--- src/hdl/assert_macros.svh ---
// Assertion macros shared by the sound generator RTL.
// Relies on the including module having signals named clk and rst.
`ifndef ASSERT_MACROS_SVH
`define ASSERT_MACROS_SVH

`ifndef ASSERT_OFF

// Checked outside reset only.
`define ASSERT_CLK(lbl, prop) \
  lbl: assert property (@(posedge clk) disable iff (rst) (prop)) \
    else $error("assertion failed");

// Checked on every edge, reset included.
`define ASSERT_ALWAYS(lbl, prop) \
  lbl: assert property (@(posedge clk) (prop)) \
    else $error("assertion failed");

`else

`define ASSERT_CLK(lbl, prop)
`define ASSERT_ALWAYS(lbl, prop)

`endif

`endif

--- src/hdl/psg_pkg.sv ---
// Shared types, widths, register indexes and the write-mask function
// for the three-voice sound generator. No dependencies.
package psg_pkg;

  localparam int FRACTION_BITS = 24;
  localparam int BASE_W        = 28;
  localparam int ACC_SUM_W     = ((BASE_W > FRACTION_BITS) ? BASE_W : FRACTION_BITS) + 1;
  localparam int INCR_W        = ACC_SUM_W - FRACTION_BITS;
  localparam int CNT_W         = 17;
  localparam int CNT_SUM_W     = ((CNT_W > INCR_W) ? CNT_W : INCR_W) + 1;
  localparam int OUT_W         = 24;

  localparam logic [BASE_W-1:0] BASE_RESET = 28'h100_0000;

  typedef enum logic [1:0] {
    MODE_LATCH = 2'd0,
    MODE_WRITE = 2'd1,
    MODE_READ  = 2'd2,
    MODE_TICK  = 2'd3
  } mode_t;

  typedef enum logic [1:0] {
    ENV_STOP = 2'd0,
    ENV_UP   = 2'd1,
    ENV_DOWN = 2'd2
  } env_dir_t;

  // register indexes
  localparam logic [3:0] REG_TONE_A_HI = 4'd1;
  localparam logic [3:0] REG_TONE_B_HI = 4'd3;
  localparam logic [3:0] REG_TONE_C_HI = 4'd5;
  localparam logic [3:0] REG_NOISE_PER = 4'd6;
  localparam logic [3:0] REG_MIXER     = 4'd7;
  localparam logic [3:0] REG_VOL_A     = 4'd8;
  localparam logic [3:0] REG_VOL_B     = 4'd9;
  localparam logic [3:0] REG_VOL_C     = 4'd10;
  localparam logic [3:0] REG_ENV_LO    = 4'd11;
  localparam logic [3:0] REG_ENV_HI    = 4'd12;
  localparam logic [3:0] REG_ENV_SHAPE = 4'd13;

  // one generator advance request
  typedef struct packed {
    logic              tick;
    logic [INCR_W-1:0] incr;
  } psg_step_t;

  function automatic logic [7:0] psg_mask(input logic [3:0] r, input logic [7:0] v);
    logic [7:0] m;
    case (r)
      REG_TONE_A_HI, REG_TONE_B_HI, REG_TONE_C_HI: m = v & 8'h0F;
      REG_NOISE_PER, REG_VOL_A, REG_VOL_B, REG_VOL_C: m = v & 8'h1F;
      default: m = v;
    endcase
    return m;
  endfunction

endpackage

--- src/hdl/psg_tone.sv ---
// One tone channel: period register, counter and square-wave flip-flop.
// Depends on psg_pkg and assert_macros.svh.
`include "assert_macros.svh"
module psg_tone
  import psg_pkg::*;
(
  input  logic        clk,
  input  logic        rst,
  input  psg_step_t   step,
  input  logic        period_load,
  input  logic [11:0] period_new,
  output logic        tone_next
);

  logic [11:0]          period, period_next;
  logic [CNT_W-1:0]     count, count_next;
  logic                 tone;
  logic [CNT_SUM_W-1:0] sum;

  always_comb begin
    sum         = CNT_SUM_W'(count) + CNT_SUM_W'(step.incr);
    period_next = period;
    count_next  = count;
    tone_next   = tone;
    if (period_load) begin
      period_next = period_new;
      if (period_new == 12'd0) tone_next = 1'b0;
    end else if (step.tick) begin
      if (sum >= CNT_SUM_W'(period)) begin
        count_next = '0;
        if (period != 12'd0) tone_next = ~tone;
      end else begin
        count_next = sum[CNT_W-1:0];
      end
    end
  end

  always_ff @(posedge clk) begin
    if (rst) begin
      period <= 12'd1;
      count  <= '0;
      tone   <= 1'b0;
    end else begin
      period <= period_next;
      count  <= count_next;
      tone   <= tone_next;
    end
  end

  // a silenced channel never toggles
  `ASSERT_CLK(a_tone_zero_period, (period == 12'd0) |-> !tone)

endmodule

--- src/hdl/psg_noise.sv ---
// Noise generator: period register, counter and 17-bit LFSR.
// Depends on psg_pkg.
module psg_noise
  import psg_pkg::*;
(
  input  logic       clk,
  input  logic       rst,
  input  psg_step_t  step,
  input  logic       period_load,
  input  logic [5:0] period_new,
  output logic       noise_next
);

  logic [5:0]           period, period_next;
  logic [CNT_W-1:0]     count, count_next;
  logic [16:0]          shift, shift_next;
  logic [CNT_SUM_W-1:0] sum;

  always_comb begin
    sum         = CNT_SUM_W'(count) + CNT_SUM_W'(step.incr);
    period_next = period;
    count_next  = count;
    shift_next  = shift;
    if (period_load) begin
      period_next = period_new;
    end else if (step.tick) begin
      if (sum >= CNT_SUM_W'(period)) begin
        count_next = '0;
        shift_next = {shift[0] ^ shift[2], shift[16:1]};
      end else begin
        count_next = sum[CNT_W-1:0];
      end
    end
    noise_next = shift_next[1];
  end

  always_ff @(posedge clk) begin
    if (rst) begin
      period <= 6'd1;
      count  <= '0;
      shift  <= 17'd1;
    end else begin
      period <= period_next;
      count  <= count_next;
      shift  <= shift_next;
    end
  end

endmodule

--- src/hdl/psg_env.sv ---
// Shared 32-step envelope: period, counter, shape decode and step logic.
// Depends on psg_pkg and assert_macros.svh.
`include "assert_macros.svh"
module psg_env
  import psg_pkg::*;
(
  input  logic        clk,
  input  logic        rst,
  input  psg_step_t   step,
  input  logic        period_load,
  input  logic [15:0] period_new,
  input  logic        shape_load,
  input  logic [3:0]  shape,
  output logic [4:0]  level_next
);

  logic [15:0]          period, period_next;
  logic [CNT_W-1:0]     count, count_next;
  logic [4:0]           lvl;
  env_dir_t             dir, dir_next;
  logic                 hold, alt, fin;
  logic                 hold_next, alt_next, fin_next;
  logic [CNT_SUM_W-1:0] sum;
  logic [3:0]           sh;
  logic [4:0]           adv_lvl;
  env_dir_t             adv_dir;
  logic                 over;

  always_comb begin
    // shapes 0..3 behave as 9, 4..7 as 15
    sh = shape;
    if (shape[3:2] == 2'b00) sh = 4'd9;
    else if (shape[3:2] == 2'b01) sh = 4'd15;

    // an alternating bounce turns round and stays on the end step
    over    = 1'b0;
    adv_lvl = lvl;
    adv_dir = dir;
    case (dir)
      ENV_UP: begin
        if (lvl == 5'h1F) begin
          over = 1'b1;
          if (alt) begin
            adv_dir = ENV_DOWN;
            adv_lvl = 5'h1F;
          end else begin
            adv_lvl = 5'h00;
          end
        end else begin
          adv_lvl = lvl + 5'd1;
        end
      end
      ENV_DOWN: begin
        if (lvl == 5'h00) begin
          over = 1'b1;
          if (alt) begin
            adv_dir = ENV_UP;
            adv_lvl = 5'h00;
          end else begin
            adv_lvl = 5'h1F;
          end
        end else begin
          adv_lvl = lvl - 5'd1;
        end
      end
      default: ;
    endcase
    if (over && hold) begin
      adv_dir = ENV_STOP;
      adv_lvl = fin ? 5'h1F : 5'h00;
    end

    sum         = CNT_SUM_W'(count) + CNT_SUM_W'(step.incr);
    period_next = period;
    count_next  = count;
    level_next  = lvl;
    dir_next    = dir;
    hold_next   = hold;
    alt_next    = alt;
    fin_next    = fin;
    if (period_load) begin
      period_next = period_new;
    end else if (shape_load) begin
      hold_next  = sh[0];
      fin_next   = sh[2] ^ sh[1];
      alt_next   = sh[1] & ~sh[0];
      count_next = '0;
      level_next = sh[2] ? 5'h00 : 5'h1F;
      dir_next   = sh[2] ? ENV_UP : ENV_DOWN;
    end else if (step.tick) begin
      if (sum >= CNT_SUM_W'(period)) begin
        count_next = '0;
        level_next = adv_lvl;
        dir_next   = adv_dir;
      end else begin
        count_next = sum[CNT_W-1:0];
      end
    end
  end

  always_ff @(posedge clk) begin
    if (rst) begin
      period <= 16'd1;
      count  <= '0;
      lvl    <= 5'd0;
      dir    <= ENV_STOP;
      hold   <= 1'b0;
      alt    <= 1'b0;
      fin    <= 1'b0;
    end else begin
      period <= period_next;
      count  <= count_next;
      lvl    <= level_next;
      dir    <= dir_next;
      hold   <= hold_next;
      alt    <= alt_next;
      fin    <= fin_next;
    end
  end

  // a stopped envelope only moves on a new shape
  `ASSERT_CLK(a_env_stopped, (dir == ENV_STOP && !shape_load) |=> $stable(lvl))

endmodule

--- src/hdl/psg_three_voice_tone_noise_envelope.sv ---
// Top level of the three-voice sound generator: stream ports, register file,
// mixer and volumes. Depends on psg_pkg, psg_tone, psg_noise, psg_env and
// assert_macros.svh.
//
// Usage:
//   Requests arrive on the s_ stream: s_tuser carries the mode (latch
//   address, write data, read data, tick) and s_tdata the byte. Each request
//   gives exactly one result on the m_ stream: the read byte (zero unless a
//   read) and the three 5-bit channel levels after the request took effect.
//   cfg_valid/cfg_data load base_increment (24 fraction bits); write it only
//   while no request is in flight. cfg_ready is always high.
//   Path: an accepted request is registered in the input register, then
//   processed into the result register, which raises m_tvalid.
//   Throughput: one request per clock while the receiver takes results, set
//   by the combinational update of all counters, LFSR and envelope between
//   the input and result registers. When the receiver stalls, the result is
//   held; one further request is taken into the input register and then
//   s_tready drops until the result is taken.
//   Reset (rst, synchronous): register file, counters and handshakes clear,
//   all periods become one and base_increment returns to 1.0.
`include "assert_macros.svh"
module psg_three_voice_tone_noise_envelope
  import psg_pkg::*;
(
  input  logic              clk,
  input  logic              rst,
  input  logic              cfg_valid,
  output logic              cfg_ready,
  input  logic [BASE_W-1:0] cfg_data,   // base_increment
  input  logic              s_tvalid,
  output logic              s_tready,
  input  logic [7:0]        s_tdata,    // [7:0] data
  input  logic [1:0]        s_tuser,    // [1:0] mode
  output logic              m_tvalid,
  input  logic              m_tready,
  output logic [OUT_W-1:0]  m_tdata     // [7:0] read_data, [12:8] level_a,
                                        // [17:13] level_b, [22:18] level_c
);

  logic                     in_valid;
  mode_t                    in_mode;
  logic [7:0]               in_data;
  logic                     advance;
  logic                     out_valid;
  logic [OUT_W-1:0]         out_data;

  logic [7:0]               rf [16];
  logic [3:0]               addr;
  logic [FRACTION_BITS-1:0] acc;
  logic [BASE_W-1:0]        base;
  logic [ACC_SUM_W-1:0]     acc_sum;
  psg_step_t                step;
  logic                     is_wr;
  logic [7:0]               wval;
  logic [7:0]               read_byte;

  logic [2:0]               tone_en, tone_en_next;
  logic [2:0]               noise_en, noise_en_next;
  logic [2:0]               use_env, use_env_next;
  logic [4:0]               vol [3];
  logic [4:0]               vol_next [3];
  logic [4:0]               level [3];
  logic [2:0]               tone_next;
  logic                     noise_next;
  logic [4:0]               env_next;

  logic [7:0]               env_lo, env_hi;

  assign cfg_ready = 1'b1;
  assign advance   = in_valid && (!out_valid || m_tready);
  assign s_tready  = !in_valid || advance;
  assign m_tvalid  = out_valid;
  assign m_tdata   = out_data;

  always_comb begin
    acc_sum   = ACC_SUM_W'(acc) + ACC_SUM_W'(base);
    step.tick = advance && (in_mode == MODE_TICK);
    step.incr = acc_sum[ACC_SUM_W-1:FRACTION_BITS];
    is_wr     = advance && (in_mode == MODE_WRITE);
    wval      = psg_mask(addr, in_data);
    read_byte = (in_mode == MODE_READ) ? rf[addr] : 8'h00;
    env_lo    = (addr == REG_ENV_LO) ? wval : rf[REG_ENV_LO];
    env_hi    = (addr == REG_ENV_HI) ? wval : rf[REG_ENV_HI];
  end

  // tone channels, period taken from the register pair including this write
  for (genvar ch = 0; ch < 3; ch++) begin : g_tone
    localparam logic [3:0] LoIdx = 4'(2 * ch);
    localparam logic [3:0] HiIdx = 4'(2 * ch + 1);
    logic [7:0] lo, hi;
    logic       load;

    assign lo   = (addr == LoIdx) ? wval : rf[LoIdx];
    assign hi   = (addr == HiIdx) ? wval : rf[HiIdx];
    assign load = is_wr && (addr == LoIdx || addr == HiIdx);

    psg_tone u_tone (
      .clk         (clk),
      .rst         (rst),
      .step        (step),
      .period_load (load),
      .period_new  ({hi[3:0], lo}),
      .tone_next   (tone_next[ch])
    );
  end

  psg_noise u_noise (
    .clk         (clk),
    .rst         (rst),
    .step        (step),
    .period_load (is_wr && addr == REG_NOISE_PER),
    .period_new  ({wval[4:0], 1'b1}),
    .noise_next  (noise_next)
  );

  psg_env u_env (
    .clk         (clk),
    .rst         (rst),
    .step        (step),
    .period_load (is_wr && (addr == REG_ENV_LO || addr == REG_ENV_HI)),
    .period_new  ({env_hi, env_lo}),
    .shape_load  (is_wr && addr == REG_ENV_SHAPE),
    .shape       (wval[3:0]),
    .level_next  (env_next)
  );

  // mixer, volumes and gated levels after this request
  always_comb begin
    tone_en_next  = tone_en;
    noise_en_next = noise_en;
    if (is_wr && addr == REG_MIXER) begin
      tone_en_next  = ~wval[2:0];
      noise_en_next = ~wval[5:3];
    end
    for (int ch = 0; ch < 3; ch++) begin
      use_env_next[ch] = use_env[ch];
      vol_next[ch]     = vol[ch];
      if (is_wr && addr == (REG_VOL_A + 4'(ch))) begin
        use_env_next[ch] = wval[4];
        vol_next[ch]     = {wval[3:0], 1'b1};
      end
      if ((tone_next[ch] & tone_en_next[ch]) | (noise_next & noise_en_next[ch]))
        level[ch] = 5'd0;
      else
        level[ch] = use_env_next[ch] ? env_next : vol_next[ch];
    end
  end

  always_ff @(posedge clk) begin
    if (rst) begin
      in_valid <= 1'b0;
    end else if (s_tready) begin
      in_valid <= s_tvalid;
    end
  end

  always_ff @(posedge clk) begin
    if (s_tready && s_tvalid) begin
      in_mode <= mode_t'(s_tuser);
      in_data <= s_tdata;
    end
  end

  always_ff @(posedge clk) begin
    if (rst) begin
      out_valid <= 1'b0;
    end else if (advance) begin
      out_valid <= 1'b1;
    end else if (m_tready) begin
      out_valid <= 1'b0;
    end
  end

  always_ff @(posedge clk) begin
    if (advance) begin
      out_data <= {1'b0, level[2], level[1], level[0], read_byte};
    end
  end

  always_ff @(posedge clk) begin
    if (rst) begin
      rf       <= '{default: 8'h00};
      addr     <= 4'd0;
      acc      <= '0;
      base     <= BASE_RESET;
      tone_en  <= 3'b000;
      noise_en <= 3'b000;
      use_env  <= 3'b000;
      vol      <= '{default: 5'd0};
    end else begin
      if (cfg_valid) base <= cfg_data;
      if (is_wr) rf[addr] <= wval;
      if (advance && in_mode == MODE_LATCH) addr <= in_data[3:0];
      if (step.tick) acc <= acc_sum[FRACTION_BITS-1:0];
      tone_en  <= tone_en_next;
      noise_en <= noise_en_next;
      use_env  <= use_env_next;
      vol      <= vol_next;
    end
  end

  // a free result register never blocks the input side
  `ASSERT_CLK(a_ready_when_free, (!m_tvalid || m_tready) |-> s_tready)
  // a request waiting in the input register is kept intact
  `ASSERT_CLK(a_in_hold, (in_valid && !advance) |=> (in_valid && $stable(in_data) && $stable(in_mode)))
  // reset empties both stages
  `ASSERT_ALWAYS(a_reset_empty, rst |=> (!m_tvalid && !in_valid))

endmodule

--- config.mk ---
export PLATFORM = sky130hd
export DESIGN_NAME = psg_three_voice_tone_noise_envelope
export DESIGN_NICKNAME = d
export VERILOG_FILES = /design/src/hdl/psg_pkg.sv /design/src/hdl/psg_tone.sv /design/src/hdl/psg_noise.sv /design/src/hdl/psg_env.sv /design/src/hdl/psg_three_voice_tone_noise_envelope.sv
export VERILOG_INCLUDE_DIRS = /design/src /design/src/hdl
export SDC_FILE = /design/constraint.sdc
export NUM_CORES = 1
export LEC_CHECK = 0
export ABC_AREA = 1
export BUFFER_PORTS_ARGS = -buffer_cell sky130_fd_sc_hd__buf_4
export CAP_MARGIN = 20
export CORE_MARGIN = 2
export CORE_UTILIZATION = 62
export DETAILED_ROUTE_END_ITERATION = 8
export GPL_TIMING_DRIVEN = 1
export PLACE_DENSITY = 0.82
export SYNTH_ARGS = -nofsm -noshare
export SYNTH_HDL_FRONTEND = slang
export SYNTH_HIERARCHICAL = 1
export SYNTH_SLANG_ARGS = --single-unit
--- constraint.sdc ---
create_clock -name clk -period 8.65 [get_ports clk]
set_input_delay 1.73 -clock clk [delete_from_list [all_inputs] [get_ports clk]]
set_output_delay 1.73 -clock clk [all_outputs]
set_load 0.02 [all_outputs]
# After elaboration in Yosys (flattened, before gate mapping)
# Cells that the tools add are included.
dict set report totals {
  register_bits 415
  in_bits 43
  out_inout_bits 27
}
dict set report classes {
  n_addsub 8
  order_cmp 7
  n_eq_ne 24
  n_mux 80
  bitwise 24
  reduce_logical 49
}
# operator count
set ops {}
lappend ops {{128-bit bitwise mux} 1}
lappend ops {{17-bit 2-to-1 mux} 7}
lappend ops {{17-bit by 5-bit adder with 18-bit output} 5}
lappend ops {{5-bit 2-to-1 mux} 17}
lappend ops {{8-bit 2-to-1 mux} 8}
lappend ops {{18-bit by 12-bit >= comparator with 1-bit output} 3}
lappend ops {{12-bit zero test} 3}
lappend ops {{12-bit nonzero test} 3}
lappend ops {{8-bit binary-select mux with 4-bit select} 1}
lappend ops {{8-bit demux with 4-bit select} 1}
lappend ops {{24-bit by 28-bit adder with 29-bit output} 1}
lappend ops {{4-bit equality test, second input constant} 6}
lappend ops {{2-bit 2-to-1 mux} 12}
lappend ops {{1-bit 2-to-1 mux} 22}
lappend ops {{18-bit by 16-bit >= comparator with 1-bit output} 1}
lappend ops {{18-bit by 6-bit >= comparator with 1-bit output} 1}
lappend ops {{1-bit logical AND} 17}
lappend ops {{4-bit by 3-bit equality test with 1-bit output, second input constant} 4}
lappend ops {{4-bit by 1-bit != test with 1-bit output, second input constant} 4}
lappend ops {{8-bit one-hot mux with 2 select lines} 1}
lappend ops {{3-bit 2-to-1 mux} 4}
lappend ops {{4-bit 2-to-1 mux} 3}
lappend ops {{2-bit AND reduction} 6}
lappend ops {{5-bit one-hot mux with 2 select lines} 1}
lappend ops {{other kinds (28)} 60}

# Longest topological paths before layout
# Gate-level depths: netlist of run 1.
dict set report logic_depth {
  depth_word 10
  ltp_mapped 40
  depth_no_buf 40
}

# By module
# Netlist of run 1, hierarchy kept.
# module instances cells_each area_per_inst_um2 seq_area_each_um2
set modules_own_cells {}
lappend modules_own_cells {psg_three_voice_tone_noise_envelope 1 1711 12021.5 5195.0}
lappend modules_own_cells {{psg_tone at g_tone[0].u_tone ...} 2 316 2095.8 600.6}
lappend modules_own_cells {psg_env 1 451 3070.4 860.8}
lappend modules_own_cells {psg_noise 1 361 2426.1 800.8}
lappend modules_own_cells {{psg_tone at g_tone[2].u_tone} 1 299 2083.2 600.6}

# Worst setup path after synthesis of run 1
# Ideal clock, no wire load.
dict set report synth_timing {
  path_type {reg2reg}
  from {reg acc[0]}
  to {reg out_data[19], in the netlist m_tdata[19] (data pin)}
  arrival_ns 4.460
  t_required_ns 8.385
  slack_ns 3.925
  path_stages_with_launch 35
  path_buffers 0
  path_cell_list {dfxtp_1 ha_1 fa_1 nand2_1 nand2_1 nand2_1 o21ai_0 nand3_1 nand3_1 xor2_1 ha_1 inv_1 fa_1 inv_1 nand3_1 nand3_2 nand2_1 o21ai_2 xor2_1 inv_1 ha_1 nand2_1 nor2_1 nand3_1 nand3_1 nand2_1 nand3_2 nor2_4 nand2_1 nand2_1 nand2_1 nand2_1 inv_1 o21ai_1 nor2_1}
}
dict set report synth_between {
  elab_chain_cells 8
  word_cells_on_any_way 21
  classes_between {add/sub (4); order compare (3); mux (11); bitwise (3)}
}
# item line
set synth_rtl {}
lappend synth_rtl {{start: declaration} psg_three_voice_tone_noise_envelope.sv:49} ;# logic [FRACTION_BITS-1:0] acc;
lappend synth_rtl {{start signal: assignment} psg_three_voice_tone_noise_envelope.sv:194} ;# if (step.tick) acc <= acc_sum[FRACTION_BITS-1:0];
lappend synth_rtl {{24-bit by 28-bit adder with 29-bit output} psg_three_voice_tone_noise_envelope.sv:76} ;# acc_sum = ACC_SUM_W'(acc) + ACC_SUM_W'(base);
lappend synth_rtl {{via acc_sum[24]} psg_three_voice_tone_noise_envelope.sv:51} ;# logic [ACC_SUM_W-1:0] acc_sum;
lappend synth_rtl {{17-bit by 5-bit adder with 18-bit output} psg_tone.sv:21} ;# sum = CNT_SUM_W'(count) + CNT_SUM_W'(step.incr);
lappend synth_rtl {{18-bit by 12-bit >= comparator with 1-bit output} psg_tone.sv:29} ;# if (sum >= CNT_SUM_W'(period)) begin
lappend synth_rtl {{1-bit 2-to-1 mux} psg_tone.sv:29}
lappend synth_rtl {{1-bit 2-to-1 mux} psg_tone.sv:28} ;# end else if (step.tick) begin
lappend synth_rtl {{1-bit 2-to-1 mux} psg_tone.sv:25} ;# if (period_load) begin
lappend synth_rtl {{via tone_next[2]} psg_three_voice_tone_noise_envelope.sv:63} ;# logic [2:0] tone_next;
lappend synth_rtl {{1-bit AND} psg_three_voice_tone_noise_envelope.sv:142} ;# if ((tone_next[ch] & tone_en_next[ch]) | (noise_next & noise_en_next[ch]))
lappend synth_rtl {{1-bit bitwise OR} psg_three_voice_tone_noise_envelope.sv:142}
lappend synth_rtl {{end signal: assignment} psg_three_voice_tone_noise_envelope.sv:176} ;# out_data <= {1'b0, level[2], level[1], level[0], read_byte};
lappend synth_rtl {{end: declaration} psg_three_voice_tone_noise_envelope.sv:45} ;# logic [OUT_W-1:0] out_data;
# The timed path passes the listed nets, and every way through them passes these cells.
# A chain may end at the register's enable or synchronous reset.

# Final worst setup path of run 1
dict set report layout_timing {
  from {reg acc[0]}
  to {reg out_data[20], in the netlist m_tdata[20] (data pin)}
}
# The elaborated chain is that of the path after synthesis.

==> impl_metrics.env, run 1 <==
export IMPL_status="completed"
export IMPL_synthTopCellsByArea="dfxtp_1 32%, nand2_1 13%, inv_1 7.1%"
export IMPL_cts_reportedPaths_clkPinSlew_ns=0.06
export IMPL_leakagePower_nw=11.3
export IMPL_switchingPower_mw=1.12
export IMPL_ctsResizeCount=0
export IMPL_layout_nets=3611
export IMPL_synth_common_cells="803 x nand2_1, 449 x inv_1, 383 x dfxtp_1"
export IMPL_nFillCells=3253
export IMPL_multi_input_area_um2=12700
export IMPL_whs_ns=0.441
export IMPL_synth_most_common_cell="nand2_1"
export IMPL_cts_max_path_buffers=3
export IMPL_placedCellCount=3915
export IMPL_rsz0062_at_grt="no"
export IMPL_postCtsSetupBuffers=0
export IMPL_setup_ws_ns=2.08
export IMPL_cts_root_buf="clkbuf_16"
export IMPL_critPathSlowestCell="xor2_1"
export IMPL_start_util_pct=63.0
export IMPL_hold_violations=0
export IMPL_drc=0
export IMPL_seq_area_um2=8660
export IMPL_dr_first_iter_drc_count=2029
export IMPL_cts_htree_levels=2
export IMPL_vdd_drop_max_mv=0.157
export IMPL_ant_nets=0
export IMPL_ys_warn_count=6
export IMPL_synth_avg_cell_area_um2=6.89
export IMPL_synth_edf_count=33
export IMPL_firstDrtPassIters=6
export IMPL_relSlewSlack_pct=22.2
export IMPL_synth_top_cell_by_area="dfxtp_1"
export IMPL_cellPowerDensity_nw_per_um2=165
export IMPL_m1WireLength_um=27900
export IMPL_required_ns=8.99
export IMPL_synth_seq_area_share_pct=36.4
export IMPL_combPwrFrac_pct=9.1
export IMPL_final_setup_tns_ns=0
export IMPL_synth_top_area_share_pct=32.2
export IMPL_synth_cell_type_count=57
export IMPL_switching_share_pct=26.2
export IMPL_min_path_type="reg2reg"
export IMPL_clk_latency_ns=0.61
export IMPL_cap_viol_max_count=0
export IMPL_synthToLayoutAreaGrowth_pct=8.59
export IMPL_rows=71
export IMPL_vias=22685
export IMPL_io_pins=70
export IMPL_grt_overflow_total=0
export IMPL_stdcell_count=3994
export IMPL_dieArea_um2=40000
export IMPL_drt_total_wl_um=63700
export IMPL_cts_tree="built"
export IMPL_route_met3_wl_um=5190
export IMPL_dp_hpwl_um=44500
export IMPL_worstSetupPathType="reg2reg"
export IMPL_insertedDiodeCount=0
export IMPL_max_clock_freq_mhz=152
export IMPL_grtUsageTotal_pct=31.8
export IMPL_antenna_found_initial=0
export IMPL_fin_worst_skew_ns=0.0412
export IMPL_post_route_util_pct=68.4
export IMPL_min_period_over_period_pct=76.0
export IMPL_yosys_most_used_dff="dfxtp_1"
export IMPL_synth_cell_area_um2=23800
export IMPL_synthCells=3454
export IMPL_synthArstFlopShare_pct=0
export IMPL_arrival_ns=6.91
export IMPL_top_layer_used="met4"
export IMPL_grt_pass1_wl_um=104000
export IMPL_vias_per_cell=5.68
export IMPL_finalInstanceArea_um2=25800
export IMPL_clkSinkCount=416
export IMPL_cts_buffers=44
export IMPL_port_buffers=67
export IMPL_core_area_um2=37800
export IMPL_cp_max_fo=13
export IMPL_finalMaxSlewViolations=0
export IMPL_die_x_um=200
export IMPL_gp_congestion=0.974
export IMPL_slowest_delay_ns=0.83
export IMPL_ys_seq_elements=416
export IMPL_drive_gt1_share_pct=7.87
export IMPL_ctsHoldBuffers=0
export IMPL_total_power_mw=4.27
export IMPL_cp_start_kind="register"
export IMPL_grt_pass1_vias=21274
export IMPL_finalSetupViolCount=0
export IMPL_fin_crit_ns=6.57
export IMPL_grt_max_degree=101
export IMPL_wire_per_inst_um=15.9
export IMPL_die_h_um=200
export IMPL_power_share_sequential_pct=46.6
export IMPL_power_frac_clock_pct=44.3
export IMPL_placed_area_um2=24400
export IMPL_internal_power_mw=3.15
export IMPL_dr_wl_met2_um=28700
export IMPL_worst_pin_slew_ns=1.16
export IMPL_endpoint_kind="register"
export IMPL_cp_common_cell="nand2_1"
export IMPL_dp_slack_ns=2.20
-- worst max-delay path: cells and delay by family, from the launching register on --
family	cells	cell delay (ns)
adder cells (fa/ha/maj)	5	1.49
AO/OA/AOI/OAI	4	1.06
buffers and inverters	4	0.31
flip-flops	1	0.33
AND/OR/NAND/NOR	19	2.11
XOR/XNOR	2	1.00
-- cells by family after synthesis --
group	share of synthesized area, %
simple gates	28.5
other cells	0.0316
xor+xnor	2.14
buf+inv	10.3
fa+ha+maj	6.39
flops	36.4
compound gates	16.3
-- layout make-up --
| type | count | share of cell area (%) |
|---|---|---|
| multi-input combinational | 2426 | 49.1 |
| sequential | 416 | 33.5 |
| inverter | 483 | 7.02 |
| clock buffer | 60 | 4.73 |
| tap | 511 | 2.47 |
| timing repair buffer | 79 | 2.31 |
| clock inverter | 19 | 0.833 |
-- sequential cells by signal (all words and copies together) (netlist names), 4 cells and up --
register and cells:
rf 128, g_tone.u_tone/count 51, g_tone.u_tone/period 36, base 28, acc 24, m_tdata 23, u_env/count 17, u_noise/count 17
u_noise/shift 17, u_env/period 16, vol 15, in_data 8, u_noise/period 6, u_env/lvl 5, addr 4
-- layer usage --
layer  track usage [%]  up-vias
met1              42.4    10380
met5                 0        -
met2              52.1      923
met3              5.48      142
met4              11.0        0
li1                  -    11240
-- placed cells by master, fill, tap and decap left out, types with 5 or more instances in the layout --
cell / n
nor3_2: 5
fa_1: 6
nand4_1: 40
clkbuf_8: 6
nand3_1: 205
buf_4: 78
o21ai_0: 280
clkinvlp_4: 6
o21a_1: 28
ha_1: 112
inv_1: 448
nand3b_1: 28
a21oi_1: 326
o21bai_1: 6
xnor2_1: 23
nor2_2: 23
inv_2: 26
nor2_4: 12
clkinv_1: 9
a22oi_1: 28
a31oi_1: 6
edfxtp_1: 33
clkbuf_1: 10
nand3_2: 16
nand2_2: 24
nor3_1: 65
nand2_1: 803
clkbuf_16: 44
dfxtp_1: 383
a21o_1: 9
nor4_1: 15
xor2_1: 35
nor2_1: 275
o22ai_1: 17
clkinv_2: 8
-- path summary, 6_finish.rpt --
kind                            depth (start not counted)  slack (ns)           startpoint                        end
worst max register to register                         34        2.08  acc[0]$_SDFFE_PP0P_  m_tdata[20]$_SDFFCE_PP0P_
worst min register to register                          2        0.44  rf[87]$_SDFFE_PP0P_        rf[87]$_SDFFE_PP0P_
worst min-delay path                                    2        0.44  rf[87]$_SDFFE_PP0P_        rf[87]$_SDFFE_PP0P_
worst max-delay path                                   34        2.08  acc[0]$_SDFFE_PP0P_  m_tdata[20]$_SDFFCE_PP0P_
-- power by group through the flow --
stage,clock (mW),combinational (mW),sequential (mW)
after floorplan,0,0.278,2.03
after global placement,0,0.368,2.03
after detailed placement,0,0.379,2.03
after CTS,1.91,0.382,1.99
after global routing,1.99,0.429,1.99
final,1.89,0.388,1.99
Power figures use the tool's default switching activity.
==> inputs of run 2 (changes only) <==
Settings changed: ABC_AREA 1 to 0, CORE_UTILIZATION 62 to 57, PLACE_DENSITY 0.82 to 0.8.
Clock period 8.65 ns to 5.6 ns, I/O delays scaled along.
==> run 2 against run 1 <==
  * The run now ends with negative setup slack left
  * Cell count shrank 18%
  * Total power grew 63%
  * Critical path depth shrank 8
  * Die area grew 3.6%
  * Non-clock buffer count grew 247
==> impl_metrics.env, run 2 <==
export IMPL_cts_root_buf="clkbuf_16"
export IMPL_switchingPower_mw=1.63
export IMPL_die_x_um=203
export IMPL_cts_buffers=46
export IMPL_total_power_mw=6.94
export IMPL_antenna_found_initial=0
export IMPL_finalMaxSlewViolations=0
export IMPL_min_period_over_period_pct=108
export IMPL_fin_crit_ns=6.04
export IMPL_port_buffers=67
export IMPL_largest_register="rf"
export IMPL_cts_htree_levels=2
export IMPL_setup_ws_ns=-0.445
export IMPL_firstDrtPassIters=6
export IMPL_leakagePower_nw=11.2
export IMPL_vias=19856
export IMPL_arrival_ns=6.48
export IMPL_synth_top_cell_by_area="dfxtp_1"
export IMPL_insertedDiodeCount=0
export IMPL_fin_worst_skew_ns=0.0228
export IMPL_largest_reg_flops=128
export IMPL_clkSinkCount=416
export IMPL_grt_pass1_vias=19588
export IMPL_finalSetupViolCount=82
export IMPL_start_util_pct=57.5
export IMPL_synth_seq_area_share_pct=38.2
export IMPL_cp_max_fo=5
export IMPL_rows=73
export IMPL_vdd_drop_max_mv=0.247
export IMPL_max_clock_freq_mhz=165
export IMPL_switching_share_pct=23.5
export IMPL_worstSetupPathType="reg2reg"
export IMPL_synthToLayoutAreaGrowth_pct=22.1
export IMPL_internal_power_mw=5.31
export IMPL_io_pins=70
export IMPL_hold_violations=0
export IMPL_power_share_sequential_pct=44.2
export IMPL_dp_hpwl_um=42200
export IMPL_power_frac_clock_pct=47.8
export IMPL_synth_cell_type_count=108
export IMPL_wire_per_inst_um=19.0
export IMPL_relSlewSlack_pct=21.3
export IMPL_combPwrFrac_pct=8.0
export IMPL_yosys_most_used_dff="dfxtp_1"
export IMPL_cts_max_path_buffers=3
export IMPL_grt_pass1_wl_um=98400
export IMPL_worst_pin_slew_ns=1.15
export IMPL_rsz0062_at_grt="yes"
export IMPL_synth_most_common_cell="dfxtp_1"
export IMPL_clk_latency_ns=0.60
export IMPL_cellPowerDensity_nw_per_um2=251
export IMPL_mostFrequentLayoutCell="dfxtp_1"
export IMPL_cts_reportedPaths_clkPinSlew_ns=0.06
export IMPL_synth_avg_cell_area_um2=9.13
export IMPL_synth_top_area_share_pct=33.8
export IMPL_synth_edf_count=33
export IMPL_synthTopCellsByArea="dfxtp_1 34%, mux2i_1 7.4%, ha_1 6.2%"
export IMPL_synth_cell_area_um2=22700
export IMPL_layout_common_cells="373 x dfxtp_1, 322 x nor2_1, 307 x buf_4"
export IMPL_core_area_um2=39500
export IMPL_cap_viol_max_count=0
export IMPL_grt_max_degree=118
export IMPL_synthCells=2483
export IMPL_endpoint_kind="register"
export IMPL_synthArstFlopShare_pct=0
export IMPL_ys_warn_count=6
export IMPL_drc=0
export IMPL_ys_seq_elements=416
export IMPL_drt_total_wl_um=62200
export IMPL_cp_start_kind="register"
export IMPL_drive_gt1_share_pct=25.1
export IMPL_dieArea_um2=41400
export IMPL_dp_slack_ns=-0.775
export IMPL_status="finished, violations left"
export IMPL_required_ns=6.03
export IMPL_placedCellCount=3158
export IMPL_cts_tree="built"
export IMPL_dr_first_iter_drc_count=1672
export IMPL_gp_congestion=0.916
export IMPL_min_path_type="reg2reg"
export IMPL_die_h_um=203
export IMPL_stdcell_count=3280
export IMPL_ant_nets=0
export IMPL_synth_common_cells="383 x dfxtp_1, 335 x nor2_1, 206 x nand2_1"
export IMPL_grt_overflow_total=0
export IMPL_reg_top3="rf: 128 flops, g_tone.u_tone/count: 51 flops, g_tone.u_tone/period: 36 flops"
export IMPL_vias_per_cell=6.05
export IMPL_layout_nets=2878
export IMPL_grtUsageTotal_pct=29.0
export IMPL_violations="negative setup slack"
run 2: changes by cell type after synthesis, moves of 36 or more:
cell / delta
a211oi_1: +36
o21ai_0: -208
inv_1: -337
a21oi_1: -179
nand2_1: -597
mux2i_1: +167
mux4_2: +40
nand3_1: -152
nor2_1: +60
mux2_2: +38
nand2b_1: +38
run 2: final timing paths:
| check | startpoint | to | slack (ns) | cells past startpoint |
|---|---|---|---|---|
| worst max-delay path | acc[15]$_SDFFE_PP0P_ | m_tdata[9]$_SDFFCE_PP0P_ | -0.44 | 26 |
| worst min-delay path | rf[18]$_SDFFE_PP0P_ | rf[18]$_SDFFE_PP0P_ | 0.45 | 2 |
| worst max register to register | acc[15]$_SDFFE_PP0P_ | m_tdata[9]$_SDFFCE_PP0P_ | -0.44 | 26 |
| worst min register to register | rf[18]$_SDFFE_PP0P_ | rf[18]$_SDFFE_PP0P_ | 0.45 | 2 |
run 2: area by class of cell:
cell class                 count  area [um2]
clock inverter                21         340
multi-input combinational   1815       13700
sequential                   416        8670
tap                          525         657
inverter                     112         428
clock buffer                  65        1330
timing repair buffer         326        2560
fill                        2778       11800
run 2: worst max-delay path, cell delays in order (launching register included):
cell and delay (ns):
dfxtp_2 0.33, ha_4 0.23, a21o_1 0.17, nor2b_1 0.13, or4_4 0.49, or3_4 0.35, o211a_4 0.26, nor2_4 0.18
xnor2_4 0.23, ha_2 0.28, inv_2 0.05, fa_2 0.39, nor2b_4 0.13, o2111ai_2 0.14, and2_4 0.21, nor2_1 0.15
xor2_1 0.24, ha_1 0.28, nor2b_1 0.14, o21ai_1 0.15, a21oi_2 0.09, nor4b_4 0.31, nor2_2 0.07, or3_4 0.43
inv_4 0.10, o22ai_4 0.11, a211oi_2 0.23
run 2: kinds of logic after synthesis:
logic type,Yosys count,share of synthesized area (%)
mux,247,13.4
simple gates,909,19.7
buf+inv,253,5.23
other cells,2,0.0331
compound gates,471,14.2
flops,416,38.2
xor+xnor,67,2.59
fa+ha+maj,118,6.71
run 2: timing repair:
action / 4_1_cts / 5_1_grt
pin swaps: 62 / 55
endpoints found under the setup margin: 100 / 100
gates resized for setup: 99 / 67
hold buffers: 0 / 0
buffers inserted: 17 / 21
cloned: 1 / 0
run 2: stage by stage:
| stage | TNS, ns | area (um2) | util [%] | hold slack (ns) |
|---|---|---|---|---|
| final | -16.58 | 27700 | 70.1 | 0.453 |
| after global routing | -30.98 | 27700 | 70.1 | 0.474 |
| after CTS | -9.70 | 27200 | 69.0 | 0.454 |
| after detailed placement | -33.59 | 25000 | 63.3 | 0.445 |
| after global placement | -21.07 | 25000 | 63.3 | 0.435 |
| after floorplan | -1.43 | 22900 | - | 0.424 |
run 2: metal layers:
metal	vias up	wire, um	part of all wire, %	GRT usage, %
met5	-	0	0	0
met2	759	29800	48	49.3
li1	9279	-	-	-
met3	163	4130	6.6	5.59
met4	0	2100	3.4	11.5
met1	9655	26100	42	36.4
run 2: power by group through the flow:
stage	combinational [mW]	sequential, mW	clock [mW]
floorplan	0.305	3.12	0
global placement	0.468	3.13	0
detailed placement	0.484	3.13	0
CTS	0.525	3.07	3.35
global route	0.588	3.07	3.47
finish	0.553	3.07	3.32
